--- src/rtl/foe_pkg.sv ---
// Package for the formatted output engine: shared constants, types and codes.
// No dependencies.
package foe_pkg;

  localparam int unsigned MaxWidthDefault = 32;
  localparam int unsigned WidthW = 6;

  localparam logic [1:0] ModeFmt = 2'd0;
  localparam logic [1:0] ModeStr = 2'd1;
  localparam logic [1:0] ModeEnd = 2'd2;

  localparam logic [1:0] PhText = 2'd0;
  localparam logic [1:0] PhPct = 2'd1;
  localparam logic [1:0] PhWidth = 2'd2;
  localparam logic [1:0] PhStr = 2'd3;

  localparam logic [31:0] NullLimit = 32'h0000_1000;

  // datapath command
  typedef struct packed {
    logic       load;      // capture item, clear digit buffer
    logic       div_step;  // produce one digit
    logic       emit;      // present one char
    logic [7:0] ch;        // char to emit when use_digit is low
    logic       use_digit; // emit top stored digit
    logic       term;      // terminator result
    logic       last;
  } foe_cmd_t;

  typedef struct packed {
    logic       div_done;  // remaining value is zero or 10 digits made
    logic [3:0] ndig;
    logic       out_busy;  // output register holds an untaken result
    logic       neg;
  } foe_sts_t;

  function automatic logic [7:0] hex_char(input logic [3:0] d);
    hex_char = (d < 4'd10) ? (8'h30 + {4'd0, d}) : (8'h57 + {4'd0, d});
  endfunction

  function automatic logic [7:0] null_char(input logic [2:0] i);
    case (i)
      3'd0: null_char = 8'h28;
      3'd1: null_char = 8'h6e;
      3'd2: null_char = 8'h75;
      3'd3: null_char = 8'h6c;
      3'd4: null_char = 8'h6c;
      default: null_char = 8'h29;
    endcase
  endfunction

endpackage

--- src/rtl/foe_ctrl.sv ---
// Controller: format parsing state and the sequencer that drives the datapath.
// Depends on foe_pkg.
module foe_ctrl #(
  parameter int unsigned MaxWidth = foe_pkg::MaxWidthDefault
) (
  input  logic              clk_i,
  input  logic              rst_ni,
  input  logic              in_valid_i,
  output logic              in_ready_o,
  input  logic [1:0]        mode_i,
  input  logic [7:0]        data_byte_i,
  input  logic [31:0]       arg_value_i,
  output logic              hex_o,
  output logic              signed_o,
  output foe_pkg::foe_cmd_t cmd_o,
  input  foe_pkg::foe_sts_t sts_i
);
  import foe_pkg::*;

  localparam logic [2:0] SIdle = 3'd0;
  localparam logic [2:0] SDiv  = 3'd1;
  localparam logic [2:0] SSign = 3'd2;
  localparam logic [2:0] SPad  = 3'd3;
  localparam logic [2:0] SDig  = 3'd4;
  localparam logic [2:0] SNull = 3'd5;
  localparam logic [2:0] SLet  = 3'd6;

  logic [2:0]        st_q, st_d;
  logic [1:0]        ph_q, ph_d;
  logic              zf_q, zf_d;
  logic [WidthW-1:0] w_q, w_d;
  logic [WidthW-1:0] pad_q, pad_d;
  logic [2:0]        ni_q, ni_d;
  logic [7:0]        let_q, let_d;
  logic              acc;
  logic [WidthW+3:0] wacc;
  logic [1:0]        eph;
  logic              busy;

  assign busy       = sts_i.out_busy;
  assign in_ready_o = (st_q == SIdle) && !busy;
  assign acc        = in_valid_i && in_ready_o;
  assign eph        = (ph_q == PhStr) ? PhText : ph_q;
  assign wacc       = {4'd0, w_q} * 10'd10 + {6'd0, data_byte_i[3:0]};
  assign hex_o      = (data_byte_i == 8'h78);
  assign signed_o   = (data_byte_i == 8'h64);

  always_comb begin
    st_d = st_q; ph_d = ph_q; zf_d = zf_q; w_d = w_q; pad_d = pad_q;
    ni_d = ni_q; let_d = let_q;
    cmd_o = '0;
    case (st_q)
      SIdle: if (acc) begin
        case (mode_i)
          ModeStr: if (ph_q == PhStr) begin
            if (data_byte_i == 8'd0) ph_d = PhText;
            else begin cmd_o.emit = 1'b1; cmd_o.ch = data_byte_i; cmd_o.last = 1'b1; end
          end
          ModeEnd: begin
            cmd_o.emit = 1'b1; cmd_o.term = 1'b1; cmd_o.last = 1'b1;
            ph_d = PhText; zf_d = 1'b0; w_d = '0;
          end
          ModeFmt: begin
            ph_d = eph;
            if (eph == PhText) begin
              if (data_byte_i == 8'h25) begin
                ph_d = PhPct; zf_d = 1'b0; w_d = '0;
              end else if (data_byte_i != 8'd0) begin
                cmd_o.emit = 1'b1; cmd_o.ch = data_byte_i; cmd_o.last = 1'b1;
              end
            end else if (eph == PhPct && data_byte_i == 8'h30) begin
              zf_d = 1'b1; ph_d = PhWidth;
            end else if (data_byte_i >= 8'h30 && data_byte_i <= 8'h39) begin
              w_d = (wacc > MaxWidth) ? WidthW'(MaxWidth) : wacc[WidthW-1:0];
              ph_d = PhWidth;
            end else begin
              ph_d = PhText;
              case (data_byte_i)
                8'h64, 8'h75, 8'h78: begin
                  cmd_o.load = 1'b1; st_d = SDiv;
                end
                8'h63: begin
                  cmd_o.emit = 1'b1; cmd_o.ch = arg_value_i[7:0]; cmd_o.last = 1'b1;
                  zf_d = 1'b0; w_d = '0;
                end
                8'h25: begin
                  cmd_o.emit = 1'b1; cmd_o.ch = 8'h25; cmd_o.last = 1'b1;
                  zf_d = 1'b0; w_d = '0;
                end
                8'h73: begin
                  zf_d = 1'b0; w_d = '0;
                  if (arg_value_i < NullLimit) begin ni_d = '0; st_d = SNull; end
                  else ph_d = PhStr;
                end
                8'h00: begin zf_d = 1'b0; w_d = '0; end
                default: begin
                  cmd_o.emit = 1'b1; cmd_o.ch = 8'h25;
                  let_d = data_byte_i; st_d = SLet;
                  zf_d = 1'b0; w_d = '0;
                end
              endcase
            end
          end
          default: ;
        endcase
      end
      SDiv: begin
        cmd_o.div_step = 1'b1;
        if (sts_i.div_done) st_d = SSign;
      end
      SSign: begin
        pad_d = ({2'd0, sts_i.ndig} < w_q) ? w_q - {2'd0, sts_i.ndig} : '0;
        if (sts_i.neg && !busy) begin
          cmd_o.emit = 1'b1; cmd_o.ch = 8'h2d; st_d = SPad;
        end else if (!sts_i.neg) st_d = SPad;
      end
      SPad: if (pad_q == '0) st_d = SDig;
        else if (!busy) begin
          cmd_o.emit = 1'b1; cmd_o.ch = zf_q ? 8'h30 : 8'h20;
          pad_d = pad_q - WidthW'(1);
        end
      SDig: if (!busy) begin
        cmd_o.emit = 1'b1; cmd_o.use_digit = 1'b1;
        if (sts_i.ndig == 4'd1) begin
          cmd_o.last = 1'b1; st_d = SIdle; zf_d = 1'b0; w_d = '0;
        end
      end
      SNull: if (!busy) begin
        cmd_o.emit = 1'b1; cmd_o.ch = null_char(ni_q);
        ni_d = ni_q + 3'd1;
        if (ni_q == 3'd5) begin cmd_o.last = 1'b1; st_d = SIdle; end
      end
      SLet: if (!busy) begin
        cmd_o.emit = 1'b1; cmd_o.ch = let_q; cmd_o.last = 1'b1; st_d = SIdle;
      end
      default: st_d = SIdle;
    endcase
  end

  always_ff @(posedge clk_i or negedge rst_ni) begin
    if (!rst_ni) begin
      st_q <= SIdle; ph_q <= PhText; zf_q <= 1'b0; w_q <= '0;
      pad_q <= '0; ni_q <= '0; let_q <= '0;
    end else begin
      st_q <= st_d; ph_q <= ph_d; zf_q <= zf_d; w_q <= w_d;
      pad_q <= pad_d; ni_q <= ni_d; let_q <= let_d;
    end
  end
endmodule

--- config.mk ---
export PLATFORM = sky130hd
export DESIGN_NAME = foe_ctrl
export DESIGN_NICKNAME = d
export VERILOG_FILES = /design/src/rtl/foe_pkg.sv /design/src/rtl/foe_ctrl.sv
export SDC_FILE = /design/constraint.sdc
export NUM_CORES = 1
export LEC_CHECK = 0
export BUFFER_PORTS_ARGS = -buffer_cell sky130_fd_sc_hd__clkbuf_2
export CORE_ASPECT_RATIO = 1.2
export CORE_MARGIN = 1.5
export CORE_UTILIZATION = 53
export CTS_BUF_LIST = sky130_fd_sc_hd__clkbuf_2
export CTS_CLUSTER_DIAMETER = 50
export DETAILED_ROUTE_END_ITERATION = 16
export GPL_TIMING_DRIVEN = 0
export PLACE_DENSITY = 0.8
export RECOVER_POWER = 50
export SYNTH_ARGS = -nofsm -noshare
export SYNTH_HDL_FRONTEND = slang
export SYNTH_SLANG_ARGS = --single-unit
--- constraint.sdc ---
create_clock -name clk_i -period 3 [get_ports clk_i]
set_input_delay 0.3 -clock clk_i [delete_from_list [all_inputs] [get_ports clk_i]]
set_output_delay 0.3 -clock clk_i [all_outputs]
set_load 0.05 [all_outputs]
# After elaboration in Yosys (flattened, before gate mapping)
# Cells that the tools add are included.
totals:
  reg_bits: 29
  in_bits: 52
classes:
  n_addsub: 4
  n_mul: 1
  order_cmp: 5
  n_eq_ne: 50
  muxes: 108
  bitwise: 4
  reduce_logical: 30
ops:
  columns: ["operator", "count"]
  rows:
  - ["9-bit 2-to-1 mux", 13]
  - ["6-bit 2-to-1 mux", 12]
  - ["3-bit 2-to-1 mux", 23]
  - ["8-bit by 7-bit equality test with 1-bit output (second input constant)", 5]
  - ["8-bit case mux with 5 select lines", 1]
  - ["6-bit case mux with 2 select lines", 3]
  - ["32-bit by 13-bit less-than comparator with 1-bit output (second input constant)", 1]
  - ["1-bit 2-to-1 mux", 32]
  - ["2-bit != test (second input constant)", 16]
  - ["7-bit case mux with 4 select lines", 1]
  - ["3-bit case mux with 7 select lines", 1]
  - ["2-bit 2-to-1 mux", 10]
  - ["9-bit case mux with 2 select lines", 1]
  - ["8-bit by 6-bit equality test with 1-bit output (second input constant)", 2]
  - ["8-bit case mux with 2 select lines", 1]
  - ["8-bit AND reduction", 2]
  - ["3-bit equality test (second input constant)", 5]
  - ["5-bit != test (second input constant)", 3]
  - ["15-bit AND reduction", 1]
  - ["3-bit by 2-bit equality test with 1-bit output (second input constant)", 4]
  - ["10-bit by 4-bit adder with 10-bit output", 1]
  - ["10-bit by 6-bit > comparator with 1-bit output (second input constant)", 1]
  - ["6-bit by 3-bit multiplier with 9-bit output (second input constant)", 1]
  - ["3-bit case mux with 3 select lines", 1]
  - ["other kinds (39)", 61]

# Longest topological paths before layout
logic_depth:
  ltp_word: 10
  depth_mapped: 10

# Least setup slack after synthesis
# No wires, ideal clock.
synth_path:
  path_type: "reg-to-output"
  from: "register ph_q[0]"
  to: "output cmd_o[9] (netlist name)"
  arrival_ns: 3.375
  slack_ns: -0.675
  stages_incl_launch_ff: 7
  path_buffers: 0
  cell_sequence: "dfrtp_1 inv_1 ha_1 or3_4 nor2_1 a22oi_1 o311ai_0"
synth_lines:
  columns: ["element", "line_no", "text"]
  rows:
  - ["start: declaration", "foe_ctrl.sv:29", "logic [1:0] ph_q, ph_d;"]
  - ["start signal: assignment", "foe_ctrl.sv:145", "st_q <= st_d; ph_q <= ph_d; zf_q <= zf_d; w_q <= w_d;"]
  - ["end: declaration", "foe_ctrl.sv:15", "output foe_pkg::foe_cmd_t cmd_o,"]

==> flow_summary.ini <==
[detailed_routing]
drc_errors = 0
routedWlPerCell_microns = 16.14
num_vias = 3401
drt_iter0_drc = 264
first_pass_iters = 5
vias_per_cell = 6.184
routed_wl_microns = 8877
drtAntennaViolNets = 0

[worst_setup_path]
required_ns = 2.70
arrival_ns = 2.61
path_cells = inv_1, ha_1, nor3_1, nor2_1, o21ai_0, nand2_1, a221o_1, clkbuf_4
end_kind = primary output
cp_slowest_stage_delay_ns = 0.52
cp_top_family = compound AO/OA/AOI/OAI gates
worst-path-buf-inv = 2
slowest_stage = dfrtp_1
path_class = flop to primary output
crit_path_start_kind = flop
cp_max_fo = 8

[timing]
worstMarginPinSlew_ns = 1.634
finClkSkew_ns = 0.01641
holdWs_ns = 0.1632
fin_tns_setup_ns = 0
max_clock_freq_mhz = 343.2
setup_violations = 0
rsz0062_at_grt = no
min_period_ns = 2.914
period_share_pct = 97.12
slew_headroom_pct = -8.930
drv_slew = 30
finalHoldViolCount = 0
finalWorstSetupSlack_ns = 0.08635

[finish]
multi_input_area_sq_um = 2262
fillers = 508
syn2layout_area_growth_pct = 17.15
antennaDiodeCount = 0
register_area_sq_um = 726.9
finalNetCount = 548
finalCoreUtilization_pct = 64.68
drive_above_1_share_pct = 22.77
final_area_sq_um = 3666
final_cells = 550

[pwr]
internal_power_mw = 0.5175
p_sw_mw = 0.2613
power.static_leakage_nw = 1.695
power.density_nw_per_um2 = 212.4
p_sw_share_pct = 33.55
peakVddDrop_v = 0.0001162
pwr-share-clk_pct = 27.6
combinationalPowerShare_pct = 21.7
p_seq_share_pct = 50.7
power.total_mw = 0.7788

[placed_design]
dp.cells = 539
portBuffers = 61
hpwl_microns = 6883
place_ws_ns = 0.04888
finalWeightedCongestion = 0.9273
placed_area_sq_um = 3542

[logic_synthesis]
synth_top_area_share_pct = 23.19
synth.largest_area_cell = dfrtp_1
async_reset_ff_share_pct = 100.0
synth_fp_nets = 477
ys_warn_count = 0
synth-edff-count = 0
ys_types = 61
synth_ff_type = dfrtp_1
avgSynthCellArea_sq_um = 7.862
yosys-top-cells-area = dfrtp_1, ha_1, o21ai_0
yosysSeqAreaShare_pct = 23.19
synthCells = 398
synth_area_sq_um = 3129
synth_most_common_cell = o21ai_0
ys_ff_latch = 29
synthTopCellsByCount = o21ai_0, nor2_1, nand2_1

[floorplan]
die-area_sq_um = 6376
die_w_microns = 73.15
pin_count = 69
start_util_pct = 55.21
rows = 30
fp.coreArea_sq_um = 5668
dieHeight_microns = 87.18

[run]
cap_violations = 1

[status]
status = complete, but fails checks
violations = capacitance limit, slew limit

[clocking]
path_clk_slew_ns = 0.18
clockRootBuffer = clkbuf_2
clockBufferDepth = 2
cts_tree = built
clk_latency_ns = 0.40
htreeDepth = 2
clock-sinks = 29
numCtsBuffers = 5

[grt]
grt_pass1_vias = 3111
grt_use_total_pct = 29.21
grt_pass1_wl_microns = 14500
grt_antenna_before_repair = 0
grt_overflow = 0
grt_max_degree = 30

[hold_path]
worstHoldPathType = input pin to flop
==> power by group through the flow <==
stage               registers [mW]  logic, mW  clock network, mW
finish                       0.395      0.169              0.215
floorplan                    0.402     0.0953                  0
global route                 0.395      0.185              0.233
detailed placement           0.402      0.164                  0
global placement             0.402      0.161                  0
CTS                          0.395      0.167              0.217
==> path summary, 6_finish.rpt <==
path | from | endpoint | slack (ns) | cells past startpoint
setup / recovery | ni_q[0]$_DFFE_PN0P_ | cmd_o[5] | 0.09 | 8
hold / removal | data_byte_i[0] | w_q[0]$_DFFE_PN0P_ | 0.16 | 3
setup reg to reg | w_q[1]$_DFFE_PN0P_ | w_q[4]$_DFFE_PN0P_ | 0.26 | 10
hold reg to reg | let_q[0]$_DFFE_PN0P_ | let_q[0]$_DFFE_PN0P_ | 0.53 | 1
max in group asynchronous | rst_ni | w_q[1]$_DFFE_PN0P_ | 1.10 | 2
min in group asynchronous | rst_ni | let_q[1]$_DFFE_PN0P_ | 0.82 | 2
==> layout by cell type, fill, tap and decap left out, types with 11 or more instances in the layout <==
cell,synthesis,routed
ha_1,24,24
inv_1,23,23
nor2_1,33,30
nand2_1,31,31
a21oi_1,22,22
clkbuf_1,15,13
nor3_1,14,13
o21ai_0,39,39
dfrtp_1,29,28
nand2b_1,11,11
clkbuf_2,0,63
==> per-layer routing <==
| metal | GRT usage [%] | share of wire [%] |
|---|---|---|
| met5 | 0 | 0 |
| met4 | 14.75 | 3.1 |
| met3 | 4.051 | 7.1 |
| met2 | 48.68 | 48 |
| met1 | 36.46 | 42 |
==> repair_timing <==
item / CTS / global route
gates cloned: 0 / 0
setup buffers: 0 / 3
resized for setup: 7 / 16
hold endpoints to repair: 29 / 0
hold buffers: 1 / 0
setup endpoints to repair: 6 / 15
==> cell type report <==
type	instances	area share (%)
Timing Repair Buffer	65	9.420
Multi-Input combinational cell	324	61.71
Sequential cell	29	19.83
Inverter	23	2.355
Tap cell	80	2.730
Buffer	21	2.867
Clock buffer	6	0.8191
Clock inverter	2	0.2730
==> logic make-up (layout without fill, tap and decap cells) <==
kind of cell,after synthesis,in the layout,synth area share (%)
xor gates and xnor gates,8,8,2.239
DFF,29,29,23.19
buffers and inverters,45,117,6.117
AOI/OAI and AO/OA,127,127,26.83
and+or+nand+nor,149,149,25.55
muxes,13,13,4.558
adders and majority gates,27,27,11.52
==> registers in the layout (all words and copies together), names as in the netlist <==
name   cells
let_q      8
ni_q       3
pad_q      6
ph_q       2
st_q       3
w_q        6
zf_q       1
==> worst min-delay path: stages <==
cell      delay (ns)
clkbuf_2        0.09
inv_1           0.07
o31ai_1         0.07
No activity file was read; power rests on OpenSTA's default activity.
